==> config.mk <==
export PLATFORM = sky130hd
export DESIGN_NAME = modbus_rtu_register_poller_top
export DESIGN_NICKNAME = d
export VERILOG_FILES = /design/src/rtl/mrp_pkg.sv /design/src/rtl/modbus_rtu_register_poller_top.sv /design/src/rtl/mrp_rx.sv /design/src/rtl/mrp_req.sv /design/src/rtl/mrp_out.sv
export SDC_FILE = /design/constraint.sdc
export NUM_CORES = 1
export LEC_CHECK = 0
export CAP_MARGIN = 0
export CORE_MARGIN = 5
export CORE_UTILIZATION = 45
export DETAILED_ROUTE_END_ITERATION = 12
export DONT_BUFFER_PORTS = 1
export PLACE_DENSITY = 0.71
export SLEW_MARGIN = 20
export SYNTH_ARGS = -nofsm -noshare
export SYNTH_HDL_FRONTEND = slang
export SYNTH_SLANG_ARGS = --single-unit
==> constraint.sdc <==
create_clock -name clk -period 13.3 [get_ports clk]
set_input_delay 1.33 -clock clk [delete_from_list [all_inputs] [get_ports clk]]
set_output_delay 1.33 -clock clk [all_outputs]
set_load 0.05 [all_outputs]
==> src/rtl/mrp_pkg.sv <==
// Shared types, constants and the CRC-16/Modbus byte function for the poller.
// No dependencies; used by the top level, mrp_rx, mrp_req and mrp_out.
package mrp_pkg;

	localparam int MAX_FRAME = 256;
	localparam int CNT_W     = $clog2(MAX_FRAME + 1);
	localparam int REQ_LEN   = 8;
	localparam int IDX_W     = $clog2(REQ_LEN);
	localparam int HDR_LEN   = 5;

	localparam logic [15:0] CRC_INIT       = 16'hFFFF;
	localparam logic [15:0] CRC_POLY       = 16'hA001;
	localparam logic [7:0]  FUNC_READ_HOLD = 8'h03;
	localparam logic [7:0]  MIN_BYTE_COUNT = 8'd4;
	localparam logic [CNT_W-1:0] MIN_FRAME = CNT_W'(7);

	localparam logic [7:0]  SLAVE_RST    = 8'h01;
	localparam logic [15:0] INTERVAL_RST = 16'd100;
	localparam logic [15:0] REG_ADDR_RST = 16'h0000;
	localparam logic [6:0]  REG_CNT_RST  = 7'd2;

	localparam logic KIND_REQ     = 1'b0;
	localparam logic KIND_VERDICT = 1'b1;

	typedef enum logic [1:0] {
		ACT_TICK = 2'd0,
		ACT_BYTE = 2'd1,
		ACT_IDLE = 2'd2
	} action_t;

	typedef enum logic [1:0] {
		ST_OK    = 2'd0,
		ST_CRC   = 2'd1,
		ST_HDR   = 2'd2,
		ST_SHORT = 2'd3
	} status_t;

	typedef enum logic [1:0] {
		CFG_SLAVE     = 2'd0,
		CFG_INTERVAL  = 2'd1,
		CFG_REG_ADDR  = 2'd2,
		CFG_REG_COUNT = 2'd3
	} cfg_idx_t;

	typedef struct packed {
		logic [7:0]  slave_address;
		logic [15:0] poll_interval_ticks;
		logic [15:0] register_address;
		logic [6:0]  register_count;
	} cfg_t;

	// Receive side view: verdict of a frame end plus held value before/after it.
	typedef struct packed {
		status_t     status;
		logic [15:0] nxt_value;
		logic        nxt_valid;
		logic [15:0] cur_value;
		logic        cur_valid;
	} rx_view_t;

	// One output run: eight request bytes or one verdict.
	typedef struct packed {
		logic                   kind;
		logic [REQ_LEN-1:0][7:0] bytes;
		status_t                status;
		logic [15:0]            value;
		logic                   value_valid;
	} run_t;

	function automatic logic [15:0] crc_byte(input logic [15:0] crc, input logic [7:0] b);
		logic [15:0] c;
		c = crc ^ {8'h00, b};
		for (int i = 0; i < 8; i++) begin
			c = c[0] ? ((c >> 1) ^ CRC_POLY) : (c >> 1);
		end
		return c;
	endfunction

endpackage

==> src/rtl/modbus_rtu_register_poller_top.sv <==
// Top level of the Modbus RTU holding-register poller.
// Depends on mrp_pkg, mrp_rx, mrp_req and mrp_out.
//
// Modbus RTU master for one holding-register group. Input transactions carry an action in
// s_tuser (0 millisecond tick, 1 received byte in s_tdata, 2 line idle / frame end; 3 is
// ignored). Every poll_interval_ticks ticks the block sends an 8-byte function 0x03 request,
// CRC low byte first, as eight output transactions with tuser=0 and tlast on the eighth.
// A frame end gives one verdict transaction (tuser=1, tlast=1): status 0 accepted, 1 CRC
// mismatch, 2 header mismatch (address, function, byte count below 4), 3 fewer than 7 bytes.
// Bytes past 256 in one frame are dropped. Every output transaction also carries the held
// raw value (first data register, tenths of a unit) and its sticky valid flag.
// Rate: one input transaction per cycle while no item waits for the output register. An
// accepted item is held in the input register and then loaded into the output register,
// from which its first output transaction is taken.
// Ticks that do not fire, received bytes and unused actions never wait for the output
// register. A firing tick occupies the output register for eight beats and a verdict for
// one; an item that produces output waits in the input register until the previous run's
// last beat is taken, and holds off the input meanwhile.
// Configuration writes (cfg_wr_en, cfg_index, cfg_data) apply at the next edge and must be
// made while the block is idle.
module modbus_rtu_register_poller_top (
	input  logic        clk,
	input  logic        arst_n,
	input  logic        cfg_wr_en,
	input  logic [1:0]  cfg_index,
	input  logic [15:0] cfg_data,
	input  logic        s_tvalid,
	output logic        s_tready,
	input  logic [7:0]  s_tdata,   // [7:0] rx_byte
	input  logic [1:0]  s_tuser,   // [1:0] action
	output logic        m_tvalid,
	input  logic        m_tready,
	output logic [31:0] m_tdata,   // [7:0] tx_byte, [9:8] frame_status,
	                               // [25:10] raw_value, [26] value_valid, [31:27] zero
	output logic        m_tuser,   // [0] kind
	output logic        m_tlast    // last_of_run
);

	mrp_pkg::cfg_t     cfg_q;
	logic              valid_s1;
	logic [1:0]        act_s1;
	logic [7:0]        byte_s1;

	mrp_pkg::rx_view_t view;
	mrp_pkg::run_t     run;
	logic [mrp_pkg::REQ_LEN-1:0][7:0] req_bytes;
	logic              fire;
	logic              out_free;
	logic              produces;
	logic              consume;
	logic              load;
	logic              rx_en;
	logic              tick_en;
	logic              is_tick;
	logic              is_idle;

	// configuration registers
	always_ff @(posedge clk or negedge arst_n) begin
		if (!arst_n) begin
			cfg_q.slave_address       <= mrp_pkg::SLAVE_RST;
			cfg_q.poll_interval_ticks <= mrp_pkg::INTERVAL_RST;
			cfg_q.register_address    <= mrp_pkg::REG_ADDR_RST;
			cfg_q.register_count      <= mrp_pkg::REG_CNT_RST;
		end else if (cfg_wr_en) begin
			unique case (mrp_pkg::cfg_idx_t'(cfg_index))
				mrp_pkg::CFG_SLAVE:     cfg_q.slave_address       <= cfg_data[7:0];
				mrp_pkg::CFG_INTERVAL:  cfg_q.poll_interval_ticks <= cfg_data;
				mrp_pkg::CFG_REG_ADDR:  cfg_q.register_address    <= cfg_data;
				mrp_pkg::CFG_REG_COUNT: cfg_q.register_count      <= cfg_data[6:0];
				default: ;
			endcase
		end
	end

	// input register
	assign is_tick  = (act_s1 == mrp_pkg::ACT_TICK);
	assign is_idle  = (act_s1 == mrp_pkg::ACT_IDLE);
	assign produces = (is_tick && fire) || is_idle;
	// items without output retire at once; others need the output register
	assign consume  = valid_s1 && (!produces || out_free);
	assign load     = consume && produces;
	assign s_tready = !valid_s1 || consume;
	assign tick_en  = consume && is_tick;
	assign rx_en    = consume && !is_tick;

	always_ff @(posedge clk or negedge arst_n) begin
		if (!arst_n) begin
			valid_s1 <= 1'b0;
		end else if (s_tready) begin
			valid_s1 <= s_tvalid;
		end
	end

	always_ff @(posedge clk) begin
		if (s_tvalid && s_tready) begin
			act_s1  <= s_tuser;
			byte_s1 <= s_tdata;
		end
	end

	mrp_rx u_rx (
		.clk           (clk),
		.arst_n        (arst_n),
		.rx_en         (rx_en),
		.action        (act_s1),
		.rx_byte       (byte_s1),
		.slave_address (cfg_q.slave_address),
		.view          (view)
	);

	mrp_req u_req (
		.clk       (clk),
		.arst_n    (arst_n),
		.tick_en   (tick_en),
		.cfg       (cfg_q),
		.fire      (fire),
		.req_bytes (req_bytes)
	);

	// build the run for the output register
	always_comb begin
		if (is_idle) begin
			run.kind        = mrp_pkg::KIND_VERDICT;
			run.bytes       = '0;
			run.status      = view.status;
			run.value       = view.nxt_value;
			run.value_valid = view.nxt_valid;
		end else begin
			run.kind        = mrp_pkg::KIND_REQ;
			run.bytes       = req_bytes;
			run.status      = mrp_pkg::ST_OK;
			run.value       = view.cur_value;
			run.value_valid = view.cur_valid;
		end
	end

	mrp_out u_out (
		.clk      (clk),
		.arst_n   (arst_n),
		.load     (load),
		.run      (run),
		.out_free (out_free),
		.m_tvalid (m_tvalid),
		.m_tready (m_tready),
		.m_tdata  (m_tdata),
		.m_tuser  (m_tuser),
		.m_tlast  (m_tlast)
	);

endmodule

==> src/rtl/mrp_rx.sv <==
// Receive frame tracker: byte count, delayed running CRC, header capture, verdict.
// Depends on mrp_pkg.
module mrp_rx (
	input  logic                clk,
	input  logic                arst_n,
	input  logic                rx_en,
	input  logic [1:0]          action,
	input  logic [7:0]          rx_byte,
	input  logic [7:0]          slave_address,
	output mrp_pkg::rx_view_t   view
);

	logic [mrp_pkg::CNT_W-1:0] cnt_q;
	logic [15:0]               crc_q;
	logic [1:0][7:0]           tail_q;
	logic [mrp_pkg::HDR_LEN-1:0][7:0] hdr_q;
	logic [15:0]               held_value_q;
	logic                      held_valid_q;

	logic        full;
	logic        short_frame;
	logic [15:0] crc_upd;
	logic [15:0] frame_fcs;

	assign full        = (cnt_q >= mrp_pkg::CNT_W'(mrp_pkg::MAX_FRAME));
	assign short_frame = (cnt_q < mrp_pkg::MIN_FRAME);
	assign crc_upd     = mrp_pkg::crc_byte(crc_q, tail_q[0]);
	assign frame_fcs   = {tail_q[1], tail_q[0]};

	always_comb begin
		view.cur_value = held_value_q;
		view.cur_valid = held_valid_q;
		view.nxt_value = held_value_q;
		view.nxt_valid = held_valid_q;
		if (short_frame) begin
			view.status = mrp_pkg::ST_SHORT;
		end else if (frame_fcs != crc_q) begin
			view.status = mrp_pkg::ST_CRC;
		end else if (hdr_q[0] != slave_address || hdr_q[1] != mrp_pkg::FUNC_READ_HOLD ||
				hdr_q[2] < mrp_pkg::MIN_BYTE_COUNT) begin
			view.status = mrp_pkg::ST_HDR;
		end else begin
			view.status    = mrp_pkg::ST_OK;
			view.nxt_value = {hdr_q[3], hdr_q[4]};
			view.nxt_valid = 1'b1;
		end
	end

	always_ff @(posedge clk or negedge arst_n) begin
		if (!arst_n) begin
			cnt_q        <= '0;
			crc_q        <= mrp_pkg::CRC_INIT;
			tail_q       <= '0;
			hdr_q        <= '0;
			held_value_q <= '0;
			held_valid_q <= 1'b0;
		end else if (rx_en) begin
			if (action == mrp_pkg::ACT_IDLE) begin
				held_value_q <= view.nxt_value;
				held_valid_q <= view.nxt_valid;
				cnt_q        <= '0;
				crc_q        <= mrp_pkg::CRC_INIT;
				tail_q       <= '0;
				hdr_q        <= '0;
			end else if (action == mrp_pkg::ACT_BYTE && !full) begin
				// CRC runs two bytes behind so it never covers the received CRC
				if (cnt_q >= mrp_pkg::CNT_W'(2)) begin
					crc_q <= crc_upd;
				end
				tail_q[0] <= tail_q[1];
				tail_q[1] <= rx_byte;
				for (int h = 0; h < mrp_pkg::HDR_LEN; h++) begin
					if (cnt_q == mrp_pkg::CNT_W'(h)) begin
						hdr_q[h] <= rx_byte;
					end
				end
				cnt_q <= cnt_q + mrp_pkg::CNT_W'(1);
			end
		end
	end

endmodule

==> src/rtl/mrp_req.sv <==
// Poll timer and read-holding-register request builder with CRC-16/Modbus.
// Depends on mrp_pkg.
module mrp_req (
	input  logic                                clk,
	input  logic                                arst_n,
	input  logic                                tick_en,
	input  mrp_pkg::cfg_t                       cfg,
	output logic                                fire,
	output logic [mrp_pkg::REQ_LEN-1:0][7:0]    req_bytes
);

	logic [15:0] tick_q;
	logic [15:0] tick_nxt;
	logic [15:0] crc;

	assign tick_nxt = tick_q + 16'd1;
	// an interval of zero behaves like one
	assign fire     = (tick_nxt >= cfg.poll_interval_ticks);

	// Six chained byte updates over config only; a linear map that flattens to XOR trees.
	always_comb begin
		req_bytes[0] = cfg.slave_address;
		req_bytes[1] = mrp_pkg::FUNC_READ_HOLD;
		req_bytes[2] = cfg.register_address[15:8];
		req_bytes[3] = cfg.register_address[7:0];
		req_bytes[4] = 8'h00;
		req_bytes[5] = {1'b0, cfg.register_count};
		crc = mrp_pkg::CRC_INIT;
		for (int i = 0; i < 6; i++) begin
			crc = mrp_pkg::crc_byte(crc, req_bytes[i]);
		end
		req_bytes[6] = crc[7:0];
		req_bytes[7] = crc[15:8];
	end

	always_ff @(posedge clk or negedge arst_n) begin
		if (!arst_n) begin
			tick_q <= '0;
		end else if (tick_en) begin
			tick_q <= fire ? 16'd0 : tick_nxt;
		end
	end

endmodule

==> src/rtl/mrp_out.sv <==
// Output run register: shifts out eight request bytes or presents one verdict.
// Depends on mrp_pkg.
module mrp_out (
	input  logic          clk,
	input  logic          arst_n,
	input  logic          load,
	input  mrp_pkg::run_t run,
	output logic          out_free,
	output logic          m_tvalid,
	input  logic          m_tready,
	output logic [31:0]   m_tdata,
	output logic          m_tuser,
	output logic          m_tlast
);

	logic                                valid_q;
	logic                                kind_q;
	logic [mrp_pkg::REQ_LEN-1:0][7:0]    bytes_q;
	logic [mrp_pkg::IDX_W-1:0]           idx_q;
	logic [1:0]                          status_q;
	logic [15:0]                         value_q;
	logic                                vvalid_q;
	logic                                beat;

	assign m_tvalid = valid_q;
	assign m_tuser  = kind_q;
	assign m_tlast  = (kind_q == mrp_pkg::KIND_VERDICT) ||
		(idx_q == mrp_pkg::IDX_W'(mrp_pkg::REQ_LEN - 1));
	assign m_tdata  = {5'd0, vvalid_q, value_q, status_q, bytes_q[0]};
	assign beat     = valid_q && m_tready;
	assign out_free = !valid_q || (beat && m_tlast);

	always_ff @(posedge clk or negedge arst_n) begin
		if (!arst_n) begin
			valid_q <= 1'b0;
			idx_q   <= '0;
		end else if (load) begin
			valid_q <= 1'b1;
			idx_q   <= '0;
		end else if (beat) begin
			if (m_tlast) begin
				valid_q <= 1'b0;
			end
			idx_q <= idx_q + mrp_pkg::IDX_W'(1);
		end
	end

	always_ff @(posedge clk) begin
		if (load) begin
			kind_q   <= run.kind;
			bytes_q  <= run.bytes;
			status_q <= run.status;
			value_q  <= run.value;
			vvalid_q <= run.value_valid;
		end else if (beat) begin
			bytes_q <= {8'h00, bytes_q[mrp_pkg::REQ_LEN-1:1]};
		end
	end

endmodule

# Word level (Yosys, flattened, before mapping)
# Index checks and enable logic that the tools add are counted.
dict set report op_classes {
  n_addsub 3
  n_lt_le_gt_ge 5
  eq_ne 13
  n_mux 85
  bitwise 62
  reduce_logical 46
}
# operator n
set op_table {}
lappend op_table {{16-bit 2-to-1 mux} 62}
lappend op_table {{2-bit NOT with 3-bit output} 56}
lappend op_table {{64-bit 2-to-1 mux} 2}
lappend op_table {{84-bit 2-to-1 mux} 1}
lappend op_table {{40-bit 2-to-1 mux} 2}
lappend op_table {{17-bit 2-to-1 mux} 3}
lappend op_table {{16-bit by 8-bit bitwise XOR with 16-bit output} 3}
lappend op_table {{8-bit 2-to-1 mux} 5}
lappend op_table {{9-bit by 2-bit == test with 1-bit output (second input constant)} 2}
lappend op_table {{9-bit 2-to-1 mux} 2}
lappend op_table {{3-bit AND reduction} 6}
lappend op_table {{2-bit nonzero test} 9}
lappend op_table {{16-bit by 1-bit adder with 16-bit output (second input constant)} 1}
lappend op_table {{16-bit greater-or-equal comparator} 1}
lappend op_table {{16-bit inequality test} 1}
lappend op_table {{8-bit NOT with 16-bit output} 1}
lappend op_table {{16-bit by 7-bit bitwise XOR with 16-bit output} 1}
lappend op_table {{2-bit AND reduction} 7}
lappend op_table {{9-bit by 1-bit adder with 9-bit output (second input constant)} 1}
lappend op_table {{9-bit by 1-bit == test with 1-bit output (second input constant)} 1}
lappend op_table {{9-bit by 3-bit == test with 1-bit output (second input constant)} 1}
lappend op_table {{9-bit by 2-bit greater-or-equal comparator with 1-bit output (second input constant)} 1}
lappend op_table {{9-bit greater-or-equal comparator (second input constant)} 1}
lappend op_table {{1-bit logical AND} 9}
lappend op_table {{16 further kinds} 35}
dict set report totals {
  ff_bits 260
  in_bits 33
  output_inout_bits 36
}

# Logic depth before layout (Yosys ltp)
# Gate-level depths: netlist (run 1).
dict set report depth {
  word_depth 103
  ltp_mapped 14
  ltp_nobuf 13
}

# Cells and area by module
# Synthesis (run 1) repeated with hierarchy kept, for this count alone.
dict set report hier_totals {
  hier_cells 1051
  hier_area_um2 13195.2
}
# mod instances cells_per_inst area_each_um2
set by_module_without_submodules {}
lappend by_module_without_submodules {mrp_rx 1 381 4429.2}
lappend by_module_without_submodules {mrp_out 1 192 3619.7}
lappend by_module_without_submodules {modbus_rtu_register_poller_top 1 216 2819.0}
lappend by_module_without_submodules {mrp_req 1 262 2327.2}

# Worst setup path after synthesis (run 1)
# OpenSTA, ideal clock, no wires.
dict set report synth_path {
  path_type {reg2reg}
  start {register u_req.tick_q[2]}
  end {register u_out.bytes_q[10] in the netlist's numbering, enable pin}
  setup_time_ps 424
  arrival_ps 4537
  t_required_ps 12876
  slack_ps 8340
  path_stages_with_launch 14
  n_path_buf 2
  synth_period_minus_slack_ps 4960
  cell_sequence {dfrtp_1 > clkbuf_1 > nand3_1 > nor4_1 > nand3_1 > xnor2_1 > ha_1 > nand2_1 > nor2_1 > o211ai_1 > o211ai_1 > nand3_1 > clkbuf_1 > nand2_1}
}
dict set report synth_between {
  elab_chain_len 9
}
# element line
set synth_lines {}
lappend synth_lines {{start: declaration} mrp_req.sv:12} ;# logic [15:0] tick_q;
lappend synth_lines {{start signal: assignment} mrp_req.sv:40} ;# tick_q <= fire ? 16'd0 : tick_nxt;
lappend synth_lines {{16-bit by 1-bit adder with 16-bit output *} mrp_req.sv:16} ;# assign tick_nxt = tick_q + 16'd1;
lappend synth_lines {{16-bit greater-or-equal comparator *} mrp_req.sv:18} ;# assign fire = (tick_nxt >= cfg.poll_interval_ticks);
lappend synth_lines {{1-bit logical AND *} modbus_rtu_register_poller_top.sv:78} ;# assign produces = (is_tick && fire) || is_idle;
lappend synth_lines {{1-bit logical OR *} modbus_rtu_register_poller_top.sv:78}
lappend synth_lines {{1-bit zero test} modbus_rtu_register_poller_top.sv:80} ;# assign consume = valid_s1 && (!produces || out_free);
lappend synth_lines {{1-bit logical OR} modbus_rtu_register_poller_top.sv:80}
lappend synth_lines {{1-bit logical AND} modbus_rtu_register_poller_top.sv:80}
lappend synth_lines {{1-bit logical AND *} modbus_rtu_register_poller_top.sv:81} ;# assign load = consume && produces;
lappend synth_lines {{2-bit nonzero test (no line) *} --}
lappend synth_lines {{end signal: assignment} mrp_out.sv:51} ;# bytes_q <= run.bytes;
lappend synth_lines {{end signal: assignment} mrp_out.sv:56} ;# bytes_q <= {8'h00, bytes_q[mrp_pkg::REQ_LEN-1:1]};
lappend synth_lines {{end: declaration} mrp_out.sv:18} ;# logic [mrp_pkg::REQ_LEN-1:0][7:0] bytes_q;
# Every way passes the cells marked *; elsewhere a longest branch is shown, timed or not.
# A chain may end at the register's enable or synchronous reset.

# Worst setup path in the final report (run 1)
dict set report layout_path {
  start {register u_req.tick_q[2]}
  end {output port s_tready}
}
dict set report layout_between {
  elab_chain_len 8
}
# element line
set layout_lines {}
lappend layout_lines {{16-bit by 1-bit adder with 16-bit output} mrp_req.sv:16}
lappend layout_lines {{16-bit greater-or-equal comparator} mrp_req.sv:18}
lappend layout_lines {{1-bit logical AND} modbus_rtu_register_poller_top.sv:78}
lappend layout_lines {{1-bit logical OR} modbus_rtu_register_poller_top.sv:78}
lappend layout_lines {{1-bit zero test} modbus_rtu_register_poller_top.sv:80}
lappend layout_lines {{1-bit logical OR} modbus_rtu_register_poller_top.sv:80}
lappend layout_lines {{1-bit logical AND} modbus_rtu_register_poller_top.sv:80}
lappend layout_lines {{1-bit logical OR} modbus_rtu_register_poller_top.sv:82} ;# assign s_tready = !valid_s1 || consume;
lappend layout_lines {{end: declaration} modbus_rtu_register_poller_top.sv:28} ;# output logic s_tready,
# No other way between the ends.

==> results.toml, run 1 <==
[worst_setup_path]
cp_cell_sequence = "nand3_1 -> nor4_1 -> nand3_1 -> xnor2_1 -> ha_1 -> nand2_1 -> nor2_1 -> o211ai_1 -> o211ai_1 -> nand4_1"
cp-end-kind = "output port"
startpoint_type = "register"
cp_slowest_cell = "nand4_1"
required_ns = 11.97
critical_path_arrival_ns = 4.45
cp_max_fo = 7
cp_slowest_stage_delay_ns = 0.82
path_class = "reg2out"

[finish]
post-route-cell-area_um2 = 13120
nets = 999
drive_gt1_share_pct = 18.21
area_delta_synth_final_pct = 9.037
diodes = 0

[placed_design]
port_buffers = 0
place_area_um2 = 12280
place_congestion = 0.7904
place_ws_ns = 8.021
dpl.hpwl_mm = 16.49

[synth]
ys.flop_type = "dfrtp_1"
ys_async_sr_fraction_pct = 63.57
syn-mean-instance-area_um2 = 12.65
synth-seq-cells = 258
yosysWarnings = 0
netlist_area_um2 = 12030
ys_seq_area_share_pct = 57.79
syn_inst = 951
synth.distinct_cells = 51
synthTopCellsByCount = "143 x dfrtp_1, 95 x mux2_2, 94 x edfxtp_1"
synth_edf_count = 94
synth_top_area_share_pct = 29.74
synthTopCellsByArea = "dfrtp_1 30%, edfxtp_1 23%, mux2_2 8.9%"
synth.largest_area_cell = "dfrtp_1"
synth_most_common_cell = "dfrtp_1"

[drt]
drc = 0
routedWlPerCell_um = 18.54
dr_total_vias = 7071
drtIter0Drc = 399
drt_first_pass_iters = 4
viasPerCell = 5.456
wl_mm = 24.03
ant_nets = 0

[pwr]
p_per_area_nw_per_um2 = 220.3
total_power_uw = 2890
ir_worst_vdd_uv = 107.2
total_leakage_power_uw = 0.005373

[sta]
fin_crit_ns = 5.776
fin_ws_ns = 7.524
whs_ns = 0.4681
setup_tns_ns = 0
timing.fmax_mhz = 173.1
final_hold_viol_count = 0
clock_skew_ns = 0.01203
slew_violations = 0
worst_slew_margin_rel_pct = 32.08
rsz0062_at_grt = "false"
finalSetupViolCount = 0
worst_pin_slew_ns = 1.019
fin_crit_sh_pct = 43.43

[run]
drv_cap = 0

[grt]
grt_max_degree = 165
overflow = 0
grt_pass1_wl_mm = 38.98
grt.total_usage_pct = 15.71
grt_antenna_before_repair = 3
grt_pass1_vias = 7147

[die]
die_y_um = 173.5
coreArea_um2 = 26210
die-area_um2 = 30110
rows = 59
initial_utilization_pct = 45.91
io_pins = 69
die_w_um = 173.5

[clock_tree]
clock_sinks = 258
root_buffer = "clkbuf_16"
clock_path_buffers = 3
postCtsSetupBuffers = 0
cts.reportedPaths.clkPinSlew_ns = 0.06
holdBufCountCts = 0
cts_tree = "yes"
clock_latency_ns = 0.52
numCtsBuffers = 27
htree_levels = 1
post_cts_resized = 0

[status]
status = "finished clean"

[min_path]
holdCritPathClass = "reg2reg"
==> where the power goes <==
part	switching, uW	leakage (uW)	internal (uW)
logic	438	0.00204	443
registers	213	0.00292	1080
clock network	299	0.000408	416
total	951	0.00537	1940
==> cell usage in the layout (no fill, tap or decap), types with 5 or more instances in the layout <==
cell and count:
xnor3_1 8, clkinv_1 8, clkbuf_1 6, edfxtp_1 94
o22ai_1 6, nor2_1 61, clkbuf_16 27, and3_1 6
nand4_1 9, inv_1 41, clkinv_2 5, o21a_1 5
nor3_1 7, dfstp_2 21, nand3_1 34, a21oi_1 25
nor4_1 6, mux2_2 95, and2_1 20, mux2i_1 12
buf_4 7, nand2_1 50, xnor2_1 77, dfrtp_1 143
conb_1 5, xor2_1 28, a22o_1 55, o21ai_0 28
a31oi_1 6, ha_1 25
==> sequential cells by signal, indices dropped and copies added, names as in the netlist, 16 cells and up <==
signal and cells:
u_rx.crc_q 16, u_out.value_q 16, u_rx.held_value_q 16, u_out.bytes_q 56
u_req.tick_q 16, u_rx.frame_fcs 16, u_rx.hdr_q 38, cfg_q 47
==> final timing paths <==
| kind | start | to | slack, ns | cells after the start |
|---|---|---|---|---|
| max | u_req.tick_q[2] | s_tready | 7.52 | 10 |
| min | u_rx.held_valid_q | u_rx.held_valid_q | 0.47 | 1 |
| max reg2reg | u_req.tick_q[2] | byte_s1[4] | 8.43 | 11 |
| min reg2reg | u_rx.held_valid_q | u_rx.held_valid_q | 0.47 | 1 |
| max in group asynchronous | arst_n | cfg_q[1] | 12.50 | 0 |
| min in group asynchronous | arst_n | u_rx.held_valid_q | 0.52 | 0 |
==> critical path, delay by kind of cell (launching register included) <==
family,cells,cell delay [ns]
XOR/XNOR,1,0.19
AO/OA/AOI/OAI,2,0.86
AND/OR/NAND/NOR,6,2.12
adder cells (fa/ha/maj),1,0.30
flip-flops,1,0.45
==> routing by layer <==
| layer | track usage (%) | vias up | wire length (um) |
|---|---|---|---|
| met5 | 0 | - | 34 |
| met4 | 3.259 | 6 | 358 |
| met1 | 22.14 | 3561 | 11000 |
| met3 | 3.075 | 29 | 1229 |
| li1 | - | 3343 | - |
| met2 | 25.56 | 132 | 11410 |
==> cells by family (layout without fill, tap and decap cells) <==
group	after synthesis	in the layout	share of synthesized area [%]
adder cells (fa/ha/maj)	25	25	2.600
AO/OA/AOI/OAI	140	140	8.340
XOR/XNOR	114	114	9.276
multiplexers	107	107	9.890
flip-flops	258	258	57.79
other	1	5	0.03117
buffers and inverters	93	99	3.453
AND/OR/NAND/NOR	213	213	8.621
==> layout make-up <==
cell class	instances	area, um^2
clock inverter	15	123.9
sequential	258	6953
tap	335	419.2
clock buffer	34	711.9
inverter	43	161.4
multi-input combinational	604	4697
fill	2193	13090
timing repair buffer	7	52.55
==> through the flow <==
| stage | utilization [%] | std cells |
|---|---|---|
| floorplan | - | 955 |
| global placement | 46.87 | 1247 |
| detailed placement | 46.87 | 1247 |
| CTS | 50.06 | 1296 |
| global route | 50.06 | 1296 |
| finish | 50.06 | 1296 |
(Power assumes the default switching activity.)
==> run 2: changes to the inputs <==
- PLACE_DENSITY: 0.71 -> 0.73
- clock period: 13.3 -> 4.65 ns (I/O delays scaled with it)
==> run 2 against run 1 <==
Compared with the run above: setup slack worse by 6.9 ns; design area grew 1.1%; via count up 0.62%; final cell count is 0.93% higher; worst hold slack worse by 0.43 ns.
==> results.toml, run 2 (same netlist as run 1, synthesis figures left out) <==
[worst_setup_path]
worst_r2r_endpoint = "u_out.bytes_q[18]"
cp_max_fo = 5
r2r_setup_slack_ns = 0.67
worstRegToRegCells = 13
path_class = "reg2out"
critical_path_arrival_ns = 3.54
startpoint_type = "register"
required_ns = 4.18
cp-end-kind = "output port"
r2r-start = "u_req.tick_q[0]"

[die]
die-area_um2 = 30110
die_w_um = 173.5
rows = 59
initial_utilization_pct = 45.91
io_pins = 69
coreArea_um2 = 26210
die_y_um = 173.5

[finish]
diodes = 0
n_fill_cell = 2195
layout_common_cells = "143 x dfrtp_1, 95 x mux2_2, 94 x edfxtp_1"
post-route-cell-area_um2 = 13260
area_delta_synth_final_pct = 10.22
drive_gt1_share_pct = 19.22
top_regs = "u_out.bytes_q x56, cfg_q x47, u_rx.hdr_q x38"
largest_register_ffs = 56
nets = 1012
top_register = "u_out.bytes_q"
final_common_cell = "dfrtp_1"

[min_path]
holdPathStages = 0
holdCritPathClass = "in2reg"
hp-start = "s_tuser[1]"
hold_path_end = "act_s1[1]"

[clock_tree]
numCtsBuffers = 27
clock_latency_ns = 0.52
clock_sinks = 258
htree_levels = 1
cts_tree = "yes"
root_buffer = "clkbuf_16"
cts.reportedPaths.clkPinSlew_ns = 0.06
post_cts_resized = 0
clock_path_buffers = 3

[drt]
viasPerCell = 5.440
routedWlPerCell_um = 18.49
dr_total_vias = 7115
wl_mm = 24.19
drt_first_pass_iters = 5
drc = 0
drtIter0Drc = 419
ant_nets = 0

[grt]
grt.total_usage_pct = 15.84
grt_max_degree = 165
grt_pass1_wl_mm = 39.30
grt_antenna_before_repair = 2
overflow = 0
grt_pass1_vias = 7087

[sta]
final_hold_viol_count = 0
finalSetupViolCount = 0
timing.fmax_mhz = 249.6
fin_crit_sh_pct = 86.18
clock_skew_ns = 0.009666
worst_pin_slew_ns = 0.8731
whs_ns = 0.03840
fin_ws_ns = 0.6428
fin_crit_ns = 4.007
slew_violations = 0
worst_slew_margin_rel_pct = 41.26
rsz0062_at_grt = "false"
setup_tns_ns = 0

[run]
drv_cap = 0

[pwr]
p_per_area_nw_per_um2 = 629.8
total_leakage_power_uw = 0.005457
ir_worst_vdd_uv = 274.5

[placed_design]
port_buffers = 0
place_area_um2 = 12360
place_congestion = 0.8330
place_ws_ns = 0.5054
dpl.hpwl_mm = 16.63

[status]
status = "finished clean"
run 2: cell count changes in the layout (fill, tap and decap cells not counted), sizes merged:
cell / delta
buf: +12
clkinvlp: -1
dlygate4sd3: +1
inv: +1
bufinv: +1
clkinv: -5
clkbuf: +3
run 2: metrics by stage:
stage	cells	total power [uW]	utilization [%]
after floorplan	955	5752	-
after global placement	1256	6189	47.18
after detailed placement	1256	6267	47.18
after CTS	1305	8416	50.51
after global routing	1308	8857	50.60
final	1308	8352	50.60
run 2: area by class of cell:
cell class	count	area, um^2	area share, %
repair buffers	20	185.2	1.396
clock inverters	11	132.6	1.000
multi-input cells	604	4697	35.42
clock buffers	37	713.2	5.378
inverters	43	161.4	1.217
well taps	335	419.2	3.161
flip-flops and latches	258	6953	52.43
run 2: power breakdown:
group / switching, uW / internal (uW) / total (uW)
sequential: 613 / 3090 / 3700
clock: 848 / 1240 / 2080
combinational: 1270 / 1300 / 2570
run 2: layer usage:
| layer | part of all wire, % | vias to the layer above | track usage [%] | wire length, um |
|---|---|---|---|---|
| met5 | 0.14 | - | 0 | 34 |
| met4 | 1.2 | 4 | 2.760 | 291 |
| met3 | 5.0 | 30 | 3.272 | 1200 |
| met2 | 48 | 132 | 26.18 | 11600 |
| met1 | 46 | 3582 | 22.09 | 11060 |
| li1 | - | 3367 | - | - |
run 2: how the worst max path moves through the flow:
| stage | cells past startpoint | end | slack, ns | startpoint |
|---|---|---|---|---|
| CTS | 12 | s_tready | 0.29 | u_req.tick_q[0] |
| finish | 12 | s_tready | 0.64 | u_req.tick_q[0] |
| detailed placement | 13 | u_out.bytes_q[56] | 0.51 | u_req.tick_q[0] |
| global placement | 13 | u_out.bytes_q[62] | 0.66 | u_req.tick_q[0] |
| floorplan | 13 | u_out.bytes_q[10] | 0.29 | u_req.tick_q[2] |
| global route | 12 | s_tready | 0.26 | u_req.tick_q[0] |
run 2: worst max-delay path, cell delays in order, from the launching register on:
cell	delay [ns]
dfrtp_1	0.44
ha_1	0.23
nand4_1	0.17
nor3_1	0.49
nand3_1	0.17
xnor2_1	0.18
ha_1	0.29
nand2_1	0.06
nor2_1	0.14
o211ai_1	0.14
o211ai_1	0.32
nand4_1	0.14
buf_4	0.26
run 2: what timing repair did:
action,in CTS,in global routing
setup buffers,0,2
endpoints found under the setup margin,0,1
hold endpoints to repair,164,3
hold buffers,1,1
